**src/hw/rtl/tgadec_pkg.sv**
```systemverilog
// Shared types, constants and helpers for the TGA run-length pixel decoder.
// No dependencies; imported by every module of the block.
`timescale 1ns / 1ps

package tgadec_pkg;

  localparam int unsigned MaxBytes = 4;                 // largest pixel in bytes
  localparam int unsigned ByteW    = 8;
  localparam int unsigned PixW     = 32;
  localparam int unsigned NumLanes = PixW / ByteW;      // bytes kept per pixel
  localparam int unsigned SlotW    = (MaxBytes > 1) ? $clog2(MaxBytes) : 1;
  localparam int unsigned SlotCntW = SlotW + 1;         // byte count up to MaxBytes
  localparam int unsigned BppW     = 3;
  localparam int unsigned DimW     = 16;
  localparam int unsigned TotalW   = 2 * DimW;
  localparam int unsigned CountW   = 8;                 // packet pixel count, 1..128
  localparam int unsigned RunCap   = 64;                // pixels per item, at most
  localparam int unsigned BurstW   = $clog2(RunCap);
  localparam int unsigned CfgIdxW  = 8;
  localparam int unsigned BppReset = 3;

  typedef enum logic [CfgIdxW-1:0] {
    CFG_BPP    = 8'd0,
    CFG_WIDTH  = 8'd1,
    CFG_HEIGHT = 8'd2
  } cfg_idx_e;

  typedef enum logic [1:0] {
    S_IDLE,
    S_EMIT_RUN,
    S_EMIT_LEFT
  } ctrl_state_e;

  typedef enum logic [2:0] {
    OP_NONE,
    OP_CLEAR,       // image complete: drop packet state
    OP_HEADER,      // take byte as packet header
    OP_PIX_PART,    // store a pixel byte, pixel not yet complete
    OP_PIX_RAW,     // last byte of a literal pixel: store and emit it
    OP_PIX_RUN,     // last byte of a run pixel: store, start the burst
    OP_LEFT_START,  // hold the byte, repeat what is left of a long run first
    OP_EMIT         // one repeated pixel into the output register
  } dp_op_e;

  typedef struct packed {
    dp_op_e op;
    logic   left;   // burst is a run leftover; held byte becomes the header
  } dp_cmd_t;

  typedef struct packed {
    logic done;        // image complete
    logic leftover;    // long run still has pixels pending
    logic in_pkt;      // expecting pixel bytes
    logic pix_done;    // incoming byte completes a pixel
    logic run_flag;
    logic burst_last;  // pixel now emitted ends the burst
    logic out_free;    // output register can take a pixel this cycle
  } dp_stat_t;

  // Pixel size clamped to 1..MaxBytes.
  function automatic logic [SlotCntW-1:0] eff_bpp(input logic [BppW-1:0] bpp);
    logic [SlotCntW-1:0] res;
    if (bpp == '0) begin
      res = SlotCntW'(1);
    end else if (int'(bpp) > int'(MaxBytes)) begin
      res = SlotCntW'(MaxBytes);
    end else begin
      res = SlotCntW'(bpp);
    end
    return res;
  endfunction

endpackage

```
**src/hw/rtl/tgadec_cfg.sv**
```systemverilog
// Configuration registers of the TGA decoder and the registered pixel total.
// Depends on tgadec_pkg.
`timescale 1ns / 1ps

module tgadec_cfg (
  input  logic                           clk_i,
  input  logic                           rst_ni,
  input  logic                           cfg_valid_i,
  output logic                           cfg_ready_o,
  input  logic [tgadec_pkg::CfgIdxW-1:0] cfg_index_i,
  input  logic [tgadec_pkg::DimW-1:0]    cfg_data_i,
  output logic [tgadec_pkg::BppW-1:0]    bpp_o,
  output logic [tgadec_pkg::TotalW-1:0]  total_o,
  output logic                           busy_o
);
  import tgadec_pkg::*;

  logic [BppW-1:0]   bpp_q, bpp_d;
  logic [DimW-1:0]   width_q, width_d;
  logic [DimW-1:0]   height_q, height_d;
  logic [TotalW-1:0] total_q;
  logic              busy_q;
  logic              wr;

  assign cfg_ready_o = 1'b1;
  assign wr          = cfg_valid_i & cfg_ready_o;

  always_comb begin
    bpp_d    = bpp_q;
    width_d  = width_q;
    height_d = height_q;
    if (wr) begin
      case (cfg_idx_e'(cfg_index_i))
        CFG_BPP:    bpp_d    = cfg_data_i[BppW-1:0];
        CFG_WIDTH:  width_d  = cfg_data_i;
        CFG_HEIGHT: height_d = cfg_data_i;
        default:    ;
      endcase
    end
  end

  // total is registered off the size registers, so it lags them; busy covers the write and that lag
  always_ff @(posedge clk_i or negedge rst_ni) begin
    if (!rst_ni) begin
      bpp_q    <= BppW'(BppReset);
      width_q  <= DimW'(1);
      height_q <= DimW'(1);
      total_q  <= TotalW'(1);
      busy_q   <= 1'b0;
    end else begin
      bpp_q    <= bpp_d;
      width_q  <= width_d;
      height_q <= height_d;
      total_q  <= TotalW'(width_q) * TotalW'(height_q);
      busy_q   <= wr;
    end
  end

  assign bpp_o   = bpp_q;
  assign total_o = total_q;
  assign busy_o  = busy_q | wr;

endmodule

```
**src/hw/rtl/tgadec_dp.sv**
```systemverilog
// Datapath of the TGA decoder: packet state, pixel assembly, counters and
// the output register. Driven by tgadec_ctrl; depends on tgadec_pkg.
`timescale 1ns / 1ps

module tgadec_dp (
  input  logic                          clk_i,
  input  logic                          rst_ni,
  input  tgadec_pkg::dp_cmd_t           cmd_i,
  output tgadec_pkg::dp_stat_t          stat_o,
  input  logic [tgadec_pkg::BppW-1:0]   bpp_i,
  input  logic [tgadec_pkg::TotalW-1:0] total_i,
  input  logic [tgadec_pkg::ByteW-1:0]  byte_i,
  output logic                          out_valid_o,
  input  logic                          out_ready_i,
  output logic [tgadec_pkg::PixW-1:0]   pixel_value_o,
  output logic                          run_last_o,
  output logic                          image_last_o
);
  import tgadec_pkg::*;

  logic                in_pkt_q, in_pkt_d;
  logic [CountW-1:0]   rem_q, rem_d;
  logic                run_q, run_d;
  logic [SlotW-1:0]    slot_q, slot_d;
  logic [PixW-1:0]     asm_q, asm_d;
  logic [TotalW-1:0]   emitted_q, emitted_d;
  logic [ByteW-1:0]    hold_q, hold_d;
  logic [BurstW-1:0]   burst_q, burst_d;
  logic                out_valid_q, out_valid_d;
  logic [PixW-1:0]     out_pix_q, out_pix_d;
  logic                out_rl_q, out_rl_d;
  logic                out_il_q, out_il_d;

  logic [PixW-1:0]     asm_new;
  logic [SlotCntW-1:0] slot_inc;
  logic                done, emit_last, burst_last, out_free;
  logic                load;
  logic [PixW-1:0]     load_pix;
  logic                load_rl;

  function automatic logic [CountW-1:0] pkt_count(input logic [ByteW-1:0] b);
    return CountW'(b[6:0]) + CountW'(1);
  endfunction

  assign done       = emitted_q >= total_i;
  assign emit_last  = (emitted_q + TotalW'(1)) == total_i;
  assign burst_last = (rem_q == CountW'(1)) || (&burst_q) || emit_last;
  assign out_free   = !out_valid_q || out_ready_i;
  assign slot_inc   = SlotCntW'(slot_q) + SlotCntW'(1);

  // little-endian byte lanes; first byte of a pixel clears the rest
  always_comb begin
    asm_new = (slot_q == '0) ? '0 : asm_q;
    for (int i = 0; i < int'(NumLanes); i++) begin
      if (int'(slot_q) == i) begin
        asm_new[i*ByteW +: ByteW] = byte_i;
      end
    end
  end

  always_comb begin
    stat_o.done       = done;
    stat_o.leftover   = !in_pkt_q && run_q && (rem_q != '0);
    stat_o.in_pkt     = in_pkt_q;
    stat_o.pix_done   = slot_inc >= eff_bpp(bpp_i);
    stat_o.run_flag   = run_q;
    stat_o.burst_last = burst_last;
    stat_o.out_free   = out_free;
  end

  always_comb begin
    in_pkt_d  = in_pkt_q;
    rem_d     = rem_q;
    run_d     = run_q;
    slot_d    = slot_q;
    asm_d     = asm_q;
    emitted_d = emitted_q;
    hold_d    = hold_q;
    burst_d   = burst_q;
    load      = 1'b0;
    load_pix  = asm_q;
    load_rl   = 1'b0;
    case (cmd_i.op)
      OP_CLEAR: begin
        in_pkt_d = 1'b0;
        rem_d    = '0;
        run_d    = 1'b0;
        slot_d   = '0;
      end
      OP_HEADER: begin
        rem_d    = pkt_count(byte_i);
        run_d    = byte_i[ByteW-1];
        slot_d   = '0;
        in_pkt_d = 1'b1;
      end
      OP_PIX_PART: begin
        asm_d  = asm_new;
        slot_d = slot_inc[SlotW-1:0];
      end
      OP_PIX_RAW: begin
        asm_d     = asm_new;
        slot_d    = '0;
        load      = 1'b1;
        load_pix  = asm_new;
        load_rl   = 1'b1;
        emitted_d = emitted_q + TotalW'(1);
        if (emit_last) begin
          in_pkt_d = 1'b0;
          rem_d    = '0;
          run_d    = 1'b0;
        end else begin
          rem_d = rem_q - CountW'(1);
          if (rem_q == CountW'(1)) begin
            in_pkt_d = 1'b0;
          end
        end
      end
      OP_PIX_RUN: begin
        asm_d   = asm_new;
        slot_d  = '0;
        burst_d = '0;
      end
      OP_LEFT_START: begin
        hold_d  = byte_i;
        burst_d = '0;
      end
      OP_EMIT: begin
        load      = 1'b1;
        load_rl   = burst_last;
        emitted_d = emitted_q + TotalW'(1);
        burst_d   = burst_q + BurstW'(1);
        rem_d     = rem_q - CountW'(1);
        if (burst_last) begin
          if (emit_last) begin
            in_pkt_d = 1'b0;
            rem_d    = '0;
            run_d    = 1'b0;
            slot_d   = '0;
          end else if (cmd_i.left) begin
            // leftover done: held byte is the next header
            rem_d    = pkt_count(hold_q);
            run_d    = hold_q[ByteW-1];
            slot_d   = '0;
            in_pkt_d = 1'b1;
          end else begin
            in_pkt_d = 1'b0;
          end
        end
      end
      default: ;
    endcase
  end

  always_comb begin
    out_valid_d = out_valid_q;
    out_pix_d   = out_pix_q;
    out_rl_d    = out_rl_q;
    out_il_d    = out_il_q;
    if (load) begin
      out_valid_d = 1'b1;
      out_pix_d   = load_pix;
      out_rl_d    = load_rl;
      out_il_d    = emit_last;
    end else if (out_ready_i) begin
      out_valid_d = 1'b0;
    end
  end

  always_ff @(posedge clk_i or negedge rst_ni) begin
    if (!rst_ni) begin
      in_pkt_q    <= 1'b0;
      rem_q       <= '0;
      run_q       <= 1'b0;
      slot_q      <= '0;
      asm_q       <= '0;
      emitted_q   <= '0;
      burst_q     <= '0;
      out_valid_q <= 1'b0;
    end else begin
      in_pkt_q    <= in_pkt_d;
      rem_q       <= rem_d;
      run_q       <= run_d;
      slot_q      <= slot_d;
      asm_q       <= asm_d;
      emitted_q   <= emitted_d;
      burst_q     <= burst_d;
      out_valid_q <= out_valid_d;
    end
  end

  always_ff @(posedge clk_i) begin
    hold_q    <= hold_d;
    out_pix_q <= out_pix_d;
    out_rl_q  <= out_rl_d;
    out_il_q  <= out_il_d;
  end

  assign out_valid_o   = out_valid_q;
  assign pixel_value_o = out_pix_q;
  assign run_last_o    = out_rl_q;
  assign image_last_o  = out_il_q;

`ifndef ASSERT_OFF
  a_no_emit_past_end: assert property (@(posedge clk_i) disable iff (!rst_ni)
    load |-> !done)
    else $error("pixel emitted after image complete");

  a_burst_has_pixels: assert property (@(posedge clk_i) disable iff (!rst_ni)
    (cmd_i.op == OP_EMIT) |-> (rem_q != '0))
    else $error("repeat burst with no pixels left");

  a_load_needs_room: assert property (@(posedge clk_i) disable iff (!rst_ni)
    load |-> out_free)
    else $error("output register overwritten");

  a_image_last_ends_item: assert property (@(posedge clk_i) disable iff (!rst_ni)
    (out_valid_q && out_il_q) |-> out_rl_q)
    else $error("final image pixel not flagged as last of item");
`endif

endmodule

```
**src/hw/rtl/tgadec_ctrl.sv**
```systemverilog
// Controller of the TGA decoder: sequences header, pixel and repeat phases.
// Talks to tgadec_dp through command/status structs; depends on tgadec_pkg.
`timescale 1ns / 1ps

module tgadec_ctrl (
  input  logic                 clk_i,
  input  logic                 rst_ni,
  input  logic                 in_valid_i,
  output logic                 in_ready_o,
  input  logic                 cfg_busy_i,
  input  tgadec_pkg::dp_stat_t stat_i,
  output tgadec_pkg::dp_cmd_t  cmd_o
);
  import tgadec_pkg::*;

  ctrl_state_e state_q, state_d;
  logic        accept;

  assign accept = in_valid_i & in_ready_o;

  always_comb begin
    state_d = state_q;
    case (state_q)
      S_IDLE: begin
        if (accept && !stat_i.done) begin
          if (stat_i.leftover) begin
            state_d = S_EMIT_LEFT;
          end else if (stat_i.in_pkt && stat_i.pix_done && stat_i.run_flag) begin
            state_d = S_EMIT_RUN;
          end
        end
      end
      S_EMIT_RUN, S_EMIT_LEFT: begin
        if (stat_i.out_free && stat_i.burst_last) begin
          state_d = S_IDLE;
        end
      end
      default: state_d = S_IDLE;
    endcase
  end

  always_comb begin
    in_ready_o = 1'b0;
    cmd_o.op   = OP_NONE;
    cmd_o.left = 1'b0;
    case (state_q)
      S_IDLE: begin
        in_ready_o = stat_i.out_free && !cfg_busy_i;
        if (in_valid_i && stat_i.out_free && !cfg_busy_i) begin
          if (stat_i.done) begin
            cmd_o.op = OP_CLEAR;
          end else if (stat_i.leftover) begin
            cmd_o.op = OP_LEFT_START;
          end else if (!stat_i.in_pkt) begin
            cmd_o.op = OP_HEADER;
          end else if (!stat_i.pix_done) begin
            cmd_o.op = OP_PIX_PART;
          end else if (stat_i.run_flag) begin
            cmd_o.op = OP_PIX_RUN;
          end else begin
            cmd_o.op = OP_PIX_RAW;
          end
        end
      end
      S_EMIT_RUN: begin
        if (stat_i.out_free) begin
          cmd_o.op = OP_EMIT;
        end
      end
      S_EMIT_LEFT: begin
        cmd_o.left = 1'b1;
        if (stat_i.out_free) begin
          cmd_o.op = OP_EMIT;
        end
      end
      default: ;
    endcase
  end

  always_ff @(posedge clk_i or negedge rst_ni) begin
    if (!rst_ni) begin
      state_q <= S_IDLE;
    end else begin
      state_q <= state_d;
    end
  end

endmodule

```
**src/hw/rtl/tga_rle_pixel_decoder.sv**
```systemverilog
// TGA run-length pixel decoder. Takes the encoded pixel stream one byte per
// item and returns decoded pixels, first stream byte in bits 7:0. The
// last byte of a literal pixel is taken and its pixel lands in the output
// register in that same cycle, so literal data streams at one byte per
// cycle while the output side takes pixels. The last byte of a run pixel
// starts a repeat burst: the input stalls while the output register is
// loaded once per cycle as the output side frees it, up to 64 pixels per
// item. A run longer than 64 leaves the rest pending; they go out ahead of
// the next byte, which is then taken as a header. The input is also held off
// in the cycle of a configuration write and in the cycle after it, while the
// pixel total (width * height, one registered multiply) settles. run_last_o
// marks the last pixel caused by one input byte; image_last_o marks pixel
// number width*height, after which bytes are swallowed until the image
// size grows.
// Depends on tgadec_pkg, tgadec_cfg, tgadec_ctrl and tgadec_dp.
`timescale 1ns / 1ps

module tga_rle_pixel_decoder (
  input  logic                           clk_i,
  input  logic                           rst_ni,
  // configuration writes: index 0 pixel bytes, 1 width, 2 height
  input  logic                           cfg_valid_i,
  output logic                           cfg_ready_o,
  input  logic [tgadec_pkg::CfgIdxW-1:0] cfg_index_i,
  input  logic [tgadec_pkg::DimW-1:0]    cfg_data_i,
  // encoded byte stream
  input  logic                           in_valid_i,
  output logic                           in_ready_o,
  input  logic [tgadec_pkg::ByteW-1:0]   stream_byte_i,
  // decoded pixels
  output logic                           out_valid_o,
  input  logic                           out_ready_i,
  output logic [tgadec_pkg::PixW-1:0]    pixel_value_o,
  output logic                           run_last_o,
  output logic                           image_last_o
);
  import tgadec_pkg::*;

  logic [BppW-1:0]   bpp;
  logic [TotalW-1:0] total;
  logic              cfg_busy;
  dp_cmd_t           cmd;
  dp_stat_t          stat;

  // register file; total is registered off width and height
  tgadec_cfg u_cfg (
    .clk_i       (clk_i),
    .rst_ni      (rst_ni),
    .cfg_valid_i (cfg_valid_i),
    .cfg_ready_o (cfg_ready_o),
    .cfg_index_i (cfg_index_i),
    .cfg_data_i  (cfg_data_i),
    .bpp_o       (bpp),
    .total_o     (total),
    .busy_o      (cfg_busy)
  );

  // decides what each byte is and when repeat bursts run
  tgadec_ctrl u_ctrl (
    .clk_i      (clk_i),
    .rst_ni     (rst_ni),
    .in_valid_i (in_valid_i),
    .in_ready_o (in_ready_o),
    .cfg_busy_i (cfg_busy),
    .stat_i     (stat),
    .cmd_o      (cmd)
  );

  // packet state, pixel assembly, pixel count and output register
  tgadec_dp u_dp (
    .clk_i         (clk_i),
    .rst_ni        (rst_ni),
    .cmd_i         (cmd),
    .stat_o        (stat),
    .bpp_i         (bpp),
    .total_i       (total),
    .byte_i        (stream_byte_i),
    .out_valid_o   (out_valid_o),
    .out_ready_i   (out_ready_i),
    .pixel_value_o (pixel_value_o),
    .run_last_o    (run_last_o),
    .image_last_o  (image_last_o)
  );

endmodule
```
**config.mk**
```make
export PLATFORM = sky130hd
export DESIGN_NAME = tga_rle_pixel_decoder
export DESIGN_NICKNAME = d
export VERILOG_FILES = /design/src/hw/rtl/tgadec_pkg.sv /design/src/hw/rtl/tgadec_cfg.sv /design/src/hw/rtl/tgadec_dp.sv /design/src/hw/rtl/tgadec_ctrl.sv /design/src/hw/rtl/tga_rle_pixel_decoder.sv
export SDC_FILE = /design/constraint.sdc
export NUM_CORES = 1
export LEC_CHECK = 0
export BUFFER_PORTS_ARGS = -buffer_cell sky130_fd_sc_hd__buf_2
export CORE_MARGIN = 8
export CORE_UTILIZATION = 50
export DETAILED_ROUTE_END_ITERATION = 10
export GPL_TIMING_DRIVEN = 0
export PLACE_DENSITY = 0.71
export REMOVE_ABC_BUFFERS = 1
export SLEW_MARGIN = 0
export SYNTH_ARGS = -nofsm -noshare
export SYNTH_HDL_FRONTEND = slang
export SYNTH_SLANG_ARGS = --single-unit
export TNS_END_PERCENT = 20
```
**constraint.sdc**
```tcl
create_clock -name clk_i -period 8.4 [get_ports clk_i]
set_input_delay 0.42 -clock clk_i [delete_from_list [all_inputs] [get_ports clk_i]]
set_output_delay 0.42 -clock clk_i [all_outputs]
set_load 0.005 [all_outputs]
```
==> results.cfg, run 1 <==
[global_route]
grt_pass1_wl_um = 72700
grt-ovfl-total = 0
grt_antenna_before_repair = 0
first_global_vias = 14400
track_usage_pct = 20.3
grt_max_degree = 91

[cts]
cts_buffers = 17
cts_tree = yes
h-tree-depth = 4
post_cts_buffers = 0
cts.sinks = 195
cts.path.max_buffers = 2
clkLatencyLatePin_ns = 0.47
clockRootBuffer = clkbuf_16
path_clk_slew_ns = 0.09

[timing]
relSlewSlack_pct = 18.4
max_freq_mhz = 144
rsz0062_at_grt = false
tightest_slew_ns = 1.22
period_share_pct = 82.5
fin_skew_ns = 0.0157
maxSlewViolCount = 0
hold_violations = 0
period_needed_ns = 6.93
finalSetupViolCount = 0
setup_tns_ns = 0

[setup_path]
worstSetupPathType = register to register
critPathLaunchType = register
end_kind = register
crit_arrival_ns = 7.32
worstPathRequired_ns = 8.80
crit_fanout = 17
crit_start = u_cfg.height_q[1]
r2r-start = u_cfg.height_q[1]

[floorplanning]
core_um2 = 36600
pin_count = 74
rows = 70
dieArea_um2 = 43600
die_y_um = 209
start_util_pct = 50.7
fp.dieW_um = 209

[placed_design]
place.gp.congestion = 0.892
io_buffers = 72
dp.cells = 2357
dp_hpwl_um = 32800

[power]
power_density_nw_per_um2 = 150
leakage_nw = 9.64
vdd_drop_max_mv = 0.164
finalPower_mw = 2.99

[detailed_routing]
wl_um = 43200
vias = 13500
drcViolationCount = 0
ant_nets = 0
highest_layer = met4
dr_wl_met2_um = 21800
wl_met1_um = 18600
dr.pass1.iters = 5
first_iter_violations = 928
routedWlPerCell_um = 18.1
dr_wl_met3_um = 1900
vias_per_cell = 5.66

[finish]
final_util_pct = 54.4
multi_input_area_um2 = 12100
insertedDiodeCount = 0
ff_latch_area_um2 = 5100
num-nets-final = 2292
drive_above_1_share_pct = 9.94
fin_cells = 2390
fillers = 3215
synthToLayoutAreaGrowth_pct = 7.33

[synth]
synth_enable_flop_cells = 42
synth.most_common_cell = inv_1
synthDistinctLibCells = 87
yosysTopAreaCellShare_pct = 20.9
synth.area.top_cells = fa_1 (21%), dfrtp_1 (20%), ha_1 (10%), edfxtp_1 (6.8%), inv_1 (5.7%)
postSynthAreaPerCell_um2 = 9.84
netlist_instances = 1887
post-synth-top-area-cell = fa_1
seq_area_frac_synth_pct = 27.4
synth-seq-cells = 195
ys.warnings.count = 0
async_reset_ff_share_pct = 78.5
synthTopCellsByCount = inv_1 (284), nand2_1 (216), fa_1 (194)
ys.flop_type = dfrtp_1
syn_area_um2 = 18600

[run_status]
status = completed

[worst_hold_path]
hp-class = input port to register
min_from = cfg_valid_i

[job]
max-cap-violations = 0
where the power goes:
part           switching [mW]  total [mW]  internal [mW]  leakage [nW]
clock network           0.473       0.896          0.423         0.311
logic                   0.512       0.838          0.326          6.86
registers               0.140        1.26           1.12          2.47
total                    1.12        2.99           1.87          9.64
critical path, cell delays in order, from the launching register on:
cell and delay, ns:
dfrtp_1 0.84, nand2_1 0.18, fa_1 0.54, fa_1 0.51, fa_1 0.54, inv_1 0.07, fa_1 0.50, fa_1 0.55
inv_1 0.05, fa_1 0.52, inv_1 0.04, ha_1 0.36, nand2_1 0.10, a211oi_1 0.06, a311oi_1 0.50, a31oi_1 0.22
nor2_1 0.33, and4b_1 0.24, a221o_1 0.30, o41ai_2 0.24, xnor2_1 0.15
cell type report:
type / count / share of cell area (%)
sequential: 195 / 25.6
multi-input combinational: 1333 / 60.7
timing repair buffer: 77 / 2.18
clock buffer: 17 / 2.13
clock inverter: 15 / 1.13
inverter: 285 / 5.37
tap: 468 / 2.94
path summary, 6_finish.rpt:
path / endpoint / slack [ns] / depth (start not counted)
worst min register to register: u_dp.asm_q[31] / 0.50 / 1
worst max register to register: u_cfg.total_o[30] / 1.47 / 20
worst min-delay path: u_cfg.busy_q / 0.09 / 1
max in group asynchronous: u_cfg.total_o[0] / 6.98 / 3
worst max-delay path: u_cfg.total_o[30] / 1.47 / 20
min in group asynchronous: u_dp.asm_q[18] / 0.50 / 2
per-stage QoR:
step / instance area, µm² / setup WS [ns] / hold slack (ns)
after floorplan: 18300 / 2.39 / 0.124
after global placement: 19200 / 1.64 / 0.472
after detailed placement: 19300 / 1.55 / 0.444
after CTS: 19900 / 1.53 / 0.0806
after global routing: 19900 / 1.23 / 0.0797
final: 19900 / 1.47 / 0.0934
state kept, by name, summed over array words and instances (netlist names):
name                cells
u_cfg.bpp_o             3
u_cfg.busy_q            1
u_cfg.height_q         16
u_cfg.total_o          32
u_cfg.width_q          16
u_ctrl.state_q          2
u_dp.asm_q             32
u_dp.burst_q            6
u_dp.emitted_q         32
u_dp.hold_q             8
u_dp.image_last_o       1
u_dp.in_pkt_q           1
u_dp.out_valid_o        1
u_dp.pixel_value_o     32
u_dp.rem_q              8
u_dp.run_last_o         1
u_dp.run_q              1
u_dp.slot_q             2
cell usage in the layout (no fill, tap or decap), drive strengths merged, types with 17 or more instances in the layout:
cell	Yosys	layout
xnor2	82	82
o21ai	53	53
a22o	45	45
mux2	49	49
inv	284	293
nand2	219	219
a21oi	38	38
clkbuf	55	17
buf	19	76
ha	152	152
nor2	57	57
dfrtp	148	148
nor3	22	22
fa	194	194
edfxtp	42	42
and2	130	130
and3	19	19
nand3	35	35
a21o	18	18
xor2	33	33
nand4	30	30
logic make-up after synthesis:
kind of cell / Yosys count / share of synthesized area (%)
other: 1 / 0.0202
AOI/OAI and AO/OA: 253 / 9.77
buffers and inverters: 359 / 7.50
muxes: 53 / 3.19
and+or+nand+nor: 565 / 15.5
DFF: 195 / 27.4
adders and majority gates: 346 / 31.2
xor gates and xnor gates: 115 / 5.42
what timing repair did:
action,4_1_cts,5_1_grt
endpoints found under the setup margin,0,0
hold buffers,1,0
endpoints found under the hold margin,61,0
gates resized for setup,0,0
layer usage:
| metal | GRT usage [%] | vias up |
|---|---|---|
| met5 | 0 | - |
| met2 | 35.5 | 382 |
| met4 | 7.07 | 0 |
| met1 | 25.4 | 6817 |
| li1 | - | 6263 |
| met3 | 3.16 | 67 |
(Power assumes the default switching activity.)
==> run 2: changes to the inputs <==
clock period = 6.5 ns   (was 8.4 ns; I/O delays follow)
==> run 2 against run 1 <==
  * Clock skew barely moved
  * Routed wire length rose by 0.60%
  * Total power rose by 30%
  * Critical path depth rose by 1
  * Sequential power rose by 29%
  * Cell area rose by 1.1%
  * Maximum frequency rose by 10%
  * Global-route usage barely moved
  * Core utilization rose by 0.59 points
  * Register-to-register slack got worse by 1.3 ns
==> results.cfg, run 2 (synthesis results as in run 1) <==
[run_status]
status = completed

[setup_path]
worstSetupPathType = register to register
crit_fanout = 17
r2r_cells = 21
critPathLaunchType = register
cpMostUsedCell = fa_1
end_kind = register
r2r-start = u_cfg.height_q[5]
crit_family = adder cells
slowest_delay_ns = 0.55
worstPathRequired_ns = 6.89
r2r_setup_slack_ns = 0.21
crit_arrival_ns = 6.68
cp_num_buf_inv = 4
critPathSlowestCell = fa_1
r2r_end = u_cfg.total_o[30]
cp_cell_sequence = and2_1 > fa_1 > inv_1 > fa_1 > fa_1 > inv_1 > fa_1 > fa_1 > inv_1 > fa_1 > inv_1 > ha_1 > nand3_1 > nand2_1 > a311oi_2 > a31oi_2 > nor2_4 > and4b_1 > a221o_1 > o41ai_2 > xnor2_1

[cts]
cts_tree = yes
h-tree-depth = 4
cts.sinks = 195
cts.path.max_buffers = 2
cts_buffers = 17
clkLatencyLatePin_ns = 0.46
clockRootBuffer = clkbuf_16
path_clk_slew_ns = 0.09

[power]
power_frac_comb_pct = 28.4
p_int_mw = 2.42
swShare_pct = 37.5
leakage_nw = 9.68
clockPowerShare_pct = 29.8
finalPower_mw = 3.88
pwr-share-seq_pct = 41.9
power_density_nw_per_um2 = 192
vdd_drop_max_mv = 0.204
switchingPower_mw = 1.45

[finish]
fillers = 3197
drive_above_1_share_pct = 12.1
insertedDiodeCount = 0
layout_commonest_cell = inv_1
synthToLayoutAreaGrowth_pct = 8.50
most-common-layout-cells = inv_1 (284), nand2_1 (216), fa_1 (194), ha_1 (152), and2_1 (127)
num-nets-final = 2307

[floorplanning]
dieArea_um2 = 43600
rows = 70
fp.dieW_um = 209
start_util_pct = 50.7
core_um2 = 36600
pin_count = 74
die_y_um = 209

[detailed_routing]
dr.pass1.iters = 5
first_iter_violations = 865
vias_per_cell = 5.65
drcViolationCount = 0
routedWlPerCell_um = 18.1
ant_nets = 0
wl_um = 43500
vias = 13600

[timing]
tightest_slew_ns = 1.22
max_freq_mhz = 159
fin_skew_ns = 0.0159
setup_tns_ns = 0
maxSlewViolCount = 0
period_needed_ns = 6.29
relSlewSlack_pct = 17.8
hold_violations = 0
period_share_pct = 96.8
finalSetupViolCount = 0

[worst_hold_path]
holdPathStages = 2
min_from = cfg_data_i[13]
hp-class = input port to register
min_to = u_cfg.width_q[13]

[global_route]
grt-ovfl-total = 0
track_usage_pct = 20.4
grt_max_degree = 91
grt_pass1_wl_um = 72700
first_global_vias = 14400
grt_antenna_before_repair = 0

[placed_design]
place.gp.congestion = 0.892
dp_hpwl_um = 32800
io_buffers = 72

[job]
max-cap-violations = 0
==> run 2: changes by cell type in the layout (fill, tap and decap cells not counted), moves of 11 or more <==
cell and change:
dfrtp_4 +11, buf_4 +13, dfrtp_2 +14, dfrtp_1 -25
==> run 2: power by group through the flow <==
stage | Clock (mW) | Sequential, mW | Combinational [mW]
floorplan | 0 | 1.59 | 0.729
global placement | 0 | 1.64 | 1.03
detailed placement | 0 | 1.64 | 1.08
CTS | 1.18 | 1.62 | 1.08
global route | 1.23 | 1.64 | 1.21
finish | 1.15 | 1.62 | 1.10
==> run 2: worst max-delay path by stage <==
stage                                 start                end  slack [ns]  depth (start not counted)
after global placement    u_cfg.height_q[1]  u_cfg.total_o[30]       -0.26                         20
after CTS                 u_cfg.height_q[4]  u_cfg.total_o[30]       0.009                         21
after detailed placement  u_cfg.height_q[1]  u_cfg.total_o[30]       -0.35                         20
after floorplan            u_cfg.width_q[7]  u_cfg.total_o[30]        0.49                         21
after global routing      u_cfg.height_q[6]  u_cfg.total_o[30]      -0.004                         21
final                     u_cfg.height_q[5]  u_cfg.total_o[30]        0.21                         21
==> run 2: final cells by class <==
class                           count  area (µm²)  area share (%)
Multi-Input combinational cell   1333       12100            60.2
Clock buffer                       17         425            2.11
Tap cell                          468         586            2.91
Sequential cell                   195        5150            25.6
Inverter                          285        1070            5.32
Timing Repair Buffer               92         562            2.79
Clock inverter                     15         225            1.12
==> run 2: routing by layer <==
layer | vias to the layer above | part of all wire (%) | track usage, %
met1 | 6866 | 43 | 25.4
met2 | 360 | 50 | 35.5
li1 | 6293 | - | -
met5 | - | 0 | 0
met3 | 77 | 4.4 | 3.22
met4 | 0 | 2.5 | 7.05
==> run 2: what timing repair did <==
item                                    in CTS  in global routing
hold buffers                                 2                  0
endpoints found under the setup margin       5                  5
buffers inserted                             0                 14
resized for setup                           12                 30
hold endpoints to repair                    62                  0
pin swaps                                    0                  2
gates cloned                                 0                  0
==> run 2: metrics by stage <==
step	util, %	instance area (µm²)	std cells	worst slack, ns	hold WS, ns
after floorplan	-	18300	1813	0.488	0.0294
after global placement	52.4	19200	2353	-0.264	0.467
after detailed placement	52.6	19300	2357	-0.350	0.349
after CTS	54.5	20000	2391	0.00898	0.0821
after global routing	55.0	20200	2405	-0.00442	0.0846
final	55.0	20200	2405	0.206	0.0980
==> run 3: changes to the inputs <==
ABC_AREA = 1   (was unset)
CORE_UTILIZATION = 41   (was 50)
CTS_CLUSTER_SIZE = 30   (was unset)
PLACE_DENSITY = 0.61   (was 0.71)
==> run 3 against run 2 <==
  * Combinational power is 45% lower
  * Via count is 13% higher
  * Register-to-register slack better by 0.19 ns
  * Largest cell class unchanged
==> results.cfg, run 3 <==
[run_status]
status = completed

[detailed_routing]
routedWlPerCell_um = 14.6
first_iter_violations = 927
dr.pass1.iters = 5
drcViolationCount = 0
vias_per_cell = 4.92
wl_um = 45700
ant_nets = 0
vias = 15400

[placed_design]
place.gp.congestion = 0.855
dp_hpwl_um = 35300
io_buffers = 72

[job]
max-cap-violations = 0

[timing]
setup_tns_ns = 0
period_share_pct = 94.0
relSlewSlack_pct = 10.2
period_needed_ns = 6.11
finalSetupViolCount = 0
maxSlewViolCount = 0
max_freq_mhz = 164
hold_violations = 0
rsz0062_at_grt = false
fin_skew_ns = 0.0163
tightest_slew_ns = 1.34

[cts]
cts.path.max_buffers = 2
cts_buffers = 17
cts.sinks = 195
h-tree-depth = 4
cts_tree = yes
clockRootBuffer = clkbuf_16
post_cts_buffers = 0
path_clk_slew_ns = 0.08
clkLatencyLatePin_ns = 0.47

[global_route]
first_global_vias = 15700
grt_pass1_wl_um = 77000
grt_antenna_before_repair = 0
grt-ovfl-total = 0
grt_max_degree = 114
track_usage_pct = 17.4

[synth]
syn_area_um2 = 19400
ys.flop_type = dfrtp_1
ys.warnings.count = 0
synth_enable_flop_cells = 42
synthDistinctLibCells = 55
synth.area.top_cells = fa_1 (20%), dfrtp_1 (19%), nand2_1 (14%), inv_1 (11%), ha_1 (9.8%)
netlist_instances = 2502
synthTopCellsByCount = nand2_1 (719), inv_1 (546), fa_1 (194)
postSynthAreaPerCell_um2 = 7.76
post-synth-top-area-cell = fa_1
yosysTopAreaCellShare_pct = 20.0
synth.most_common_cell = nand2_1
seq_area_frac_synth_pct = 26.2
synth-seq-cells = 195
async_reset_ff_share_pct = 78.5

[power]
vdd_drop_max_mv = 0.202
power_density_nw_per_um2 = 152
leakage_nw = 11.5

[finish]
insertedDiodeCount = 0
synthToLayoutAreaGrowth_pct = 7.54
layout_commonest_cell = nand2_1
num-nets-final = 2886
final_util_pct = 44.8
drive_above_1_share_pct = 6.92
most-common-layout-cells = nand2_1 (718), inv_1 (545), fa_1 (194), o21ai_0 (153), ha_1 (152)

[floorplanning]
fp.dieW_um = 234
die_y_um = 234
start_util_pct = 41.6
pin_count = 74
core_um2 = 46700
rows = 79
dieArea_um2 = 54600

[setup_path]
crit_arrival_ns = 6.50
worstSetupPathType = register to register
critPathLaunchType = register
cpMostUsedCell = fa_1
slowest_delay_ns = 0.62
cp_cell_sequence = nand2_1 > fa_1 > fa_1 > fa_1 > inv_1 > fa_1 > fa_1 > inv_1 > fa_1 > inv_1 > ha_1 > a21oi_1 > o21ai_0 > nand2_1 > nand3_1 > a21oi_1 > inv_1 > a21oi_1 > o21ai_1 > nand2_1 > nand2_1 > a21oi_1 > xor2_1
worstPathRequired_ns = 6.89
critPathSlowestCell = dfrtp_2
end_kind = register
crit_fanout = 17

[worst_hold_path]
hp-class = input port to register
## run 3: kinds of logic after synthesis
family | count (synthesis) | synth area share [%]
fa+ha+maj | 346 | 29.8
xor+xnor | 55 | 2.69
other cells | 1 | 0.0193
flops | 195 | 26.2
simple gates | 978 | 20.7
compound gates | 280 | 7.85
buf+inv | 647 | 12.7
## run 3: layout make-up
cell class / count / area [µm²]
Clock buffer: 17 / 425
Clock inverter: 15 / 181
Fill cell: 4680 / 25800
Inverter: 553 / 2080
Multi-Input combinational cell: 1660 / 11900
Sequential cell: 195 / 5140
Tap cell: 607 / 759
Timing Repair Buffer: 76 / 438
## run 3: final timing paths
| check | from | end | slack (ns) | cells after the start |
|---|---|---|---|---|
| min | stream_byte_i[4] | u_dp.hold_q[4] | 0.09 | 1 |
| min in group asynchronous | rst_ni | u_dp.asm_q[13] | 0.35 | 2 |
| min reg2reg | u_cfg.bpp_o[0] | u_cfg.bpp_o[0] | 0.50 | 2 |
| max | u_cfg.width_q[11] | u_cfg.total_o[29] | 0.39 | 23 |
| max in group asynchronous | rst_ni | u_cfg.width_q[9] | 5.19 | 3 |
| max reg2reg | u_cfg.width_q[11] | u_cfg.total_o[29] | 0.39 | 23 |
## run 3: through the flow
stage               worst slack [ns]  power, mW  hold slack [ns]  area, µm²  cells
floorplan                      0.868       1.87           0.0294      19000   2408
global placement              0.0447       2.06            0.473      20100   3087
detailed placement           0.00481       2.09            0.256      20200   3088
CTS                          0.00484       3.19           0.0580      20800   3122
global route                 0.00704       3.35           0.0624      20900   3123
finish                         0.391       3.17           0.0884      20900   3123
## run 3: critical path: cells and delay by family (launching register included)
family / cells / cell delay (ns)
AND/OR/NAND/NOR: 5 / 0.45
XOR/XNOR: 1 / 0.17
AO/OA/AOI/OAI: 6 / 1.07
buffers and inverters: 4 / 0.24
flip-flops: 1 / 0.62
adder cells (fa/ha/maj): 7 / 3.48
## run 3: report_power, final
part / switching (mW) / internal [mW]
clock network: 0.546 / 0.555
logic: 0.393 / 0.212
registers: 0.110 / 1.35
## run 3: timing repair
item,4_1_cts,5_1_grt
hold buffers,2,0
hold endpoints to repair,41,0
endpoints found under the setup margin,1,5
resized for setup,1,31
## run 3: metal layers
layer / vias up / global-route usage, % / part of all wire [%]
met5: - / 0 / 0
met4: 0 / 4.88 / 1.8
met3: 60 / 2.80 / 4.5
met2: 331 / 30.6 / 49
met1: 7398 / 22.1 / 44
li1: 7580 / - / -
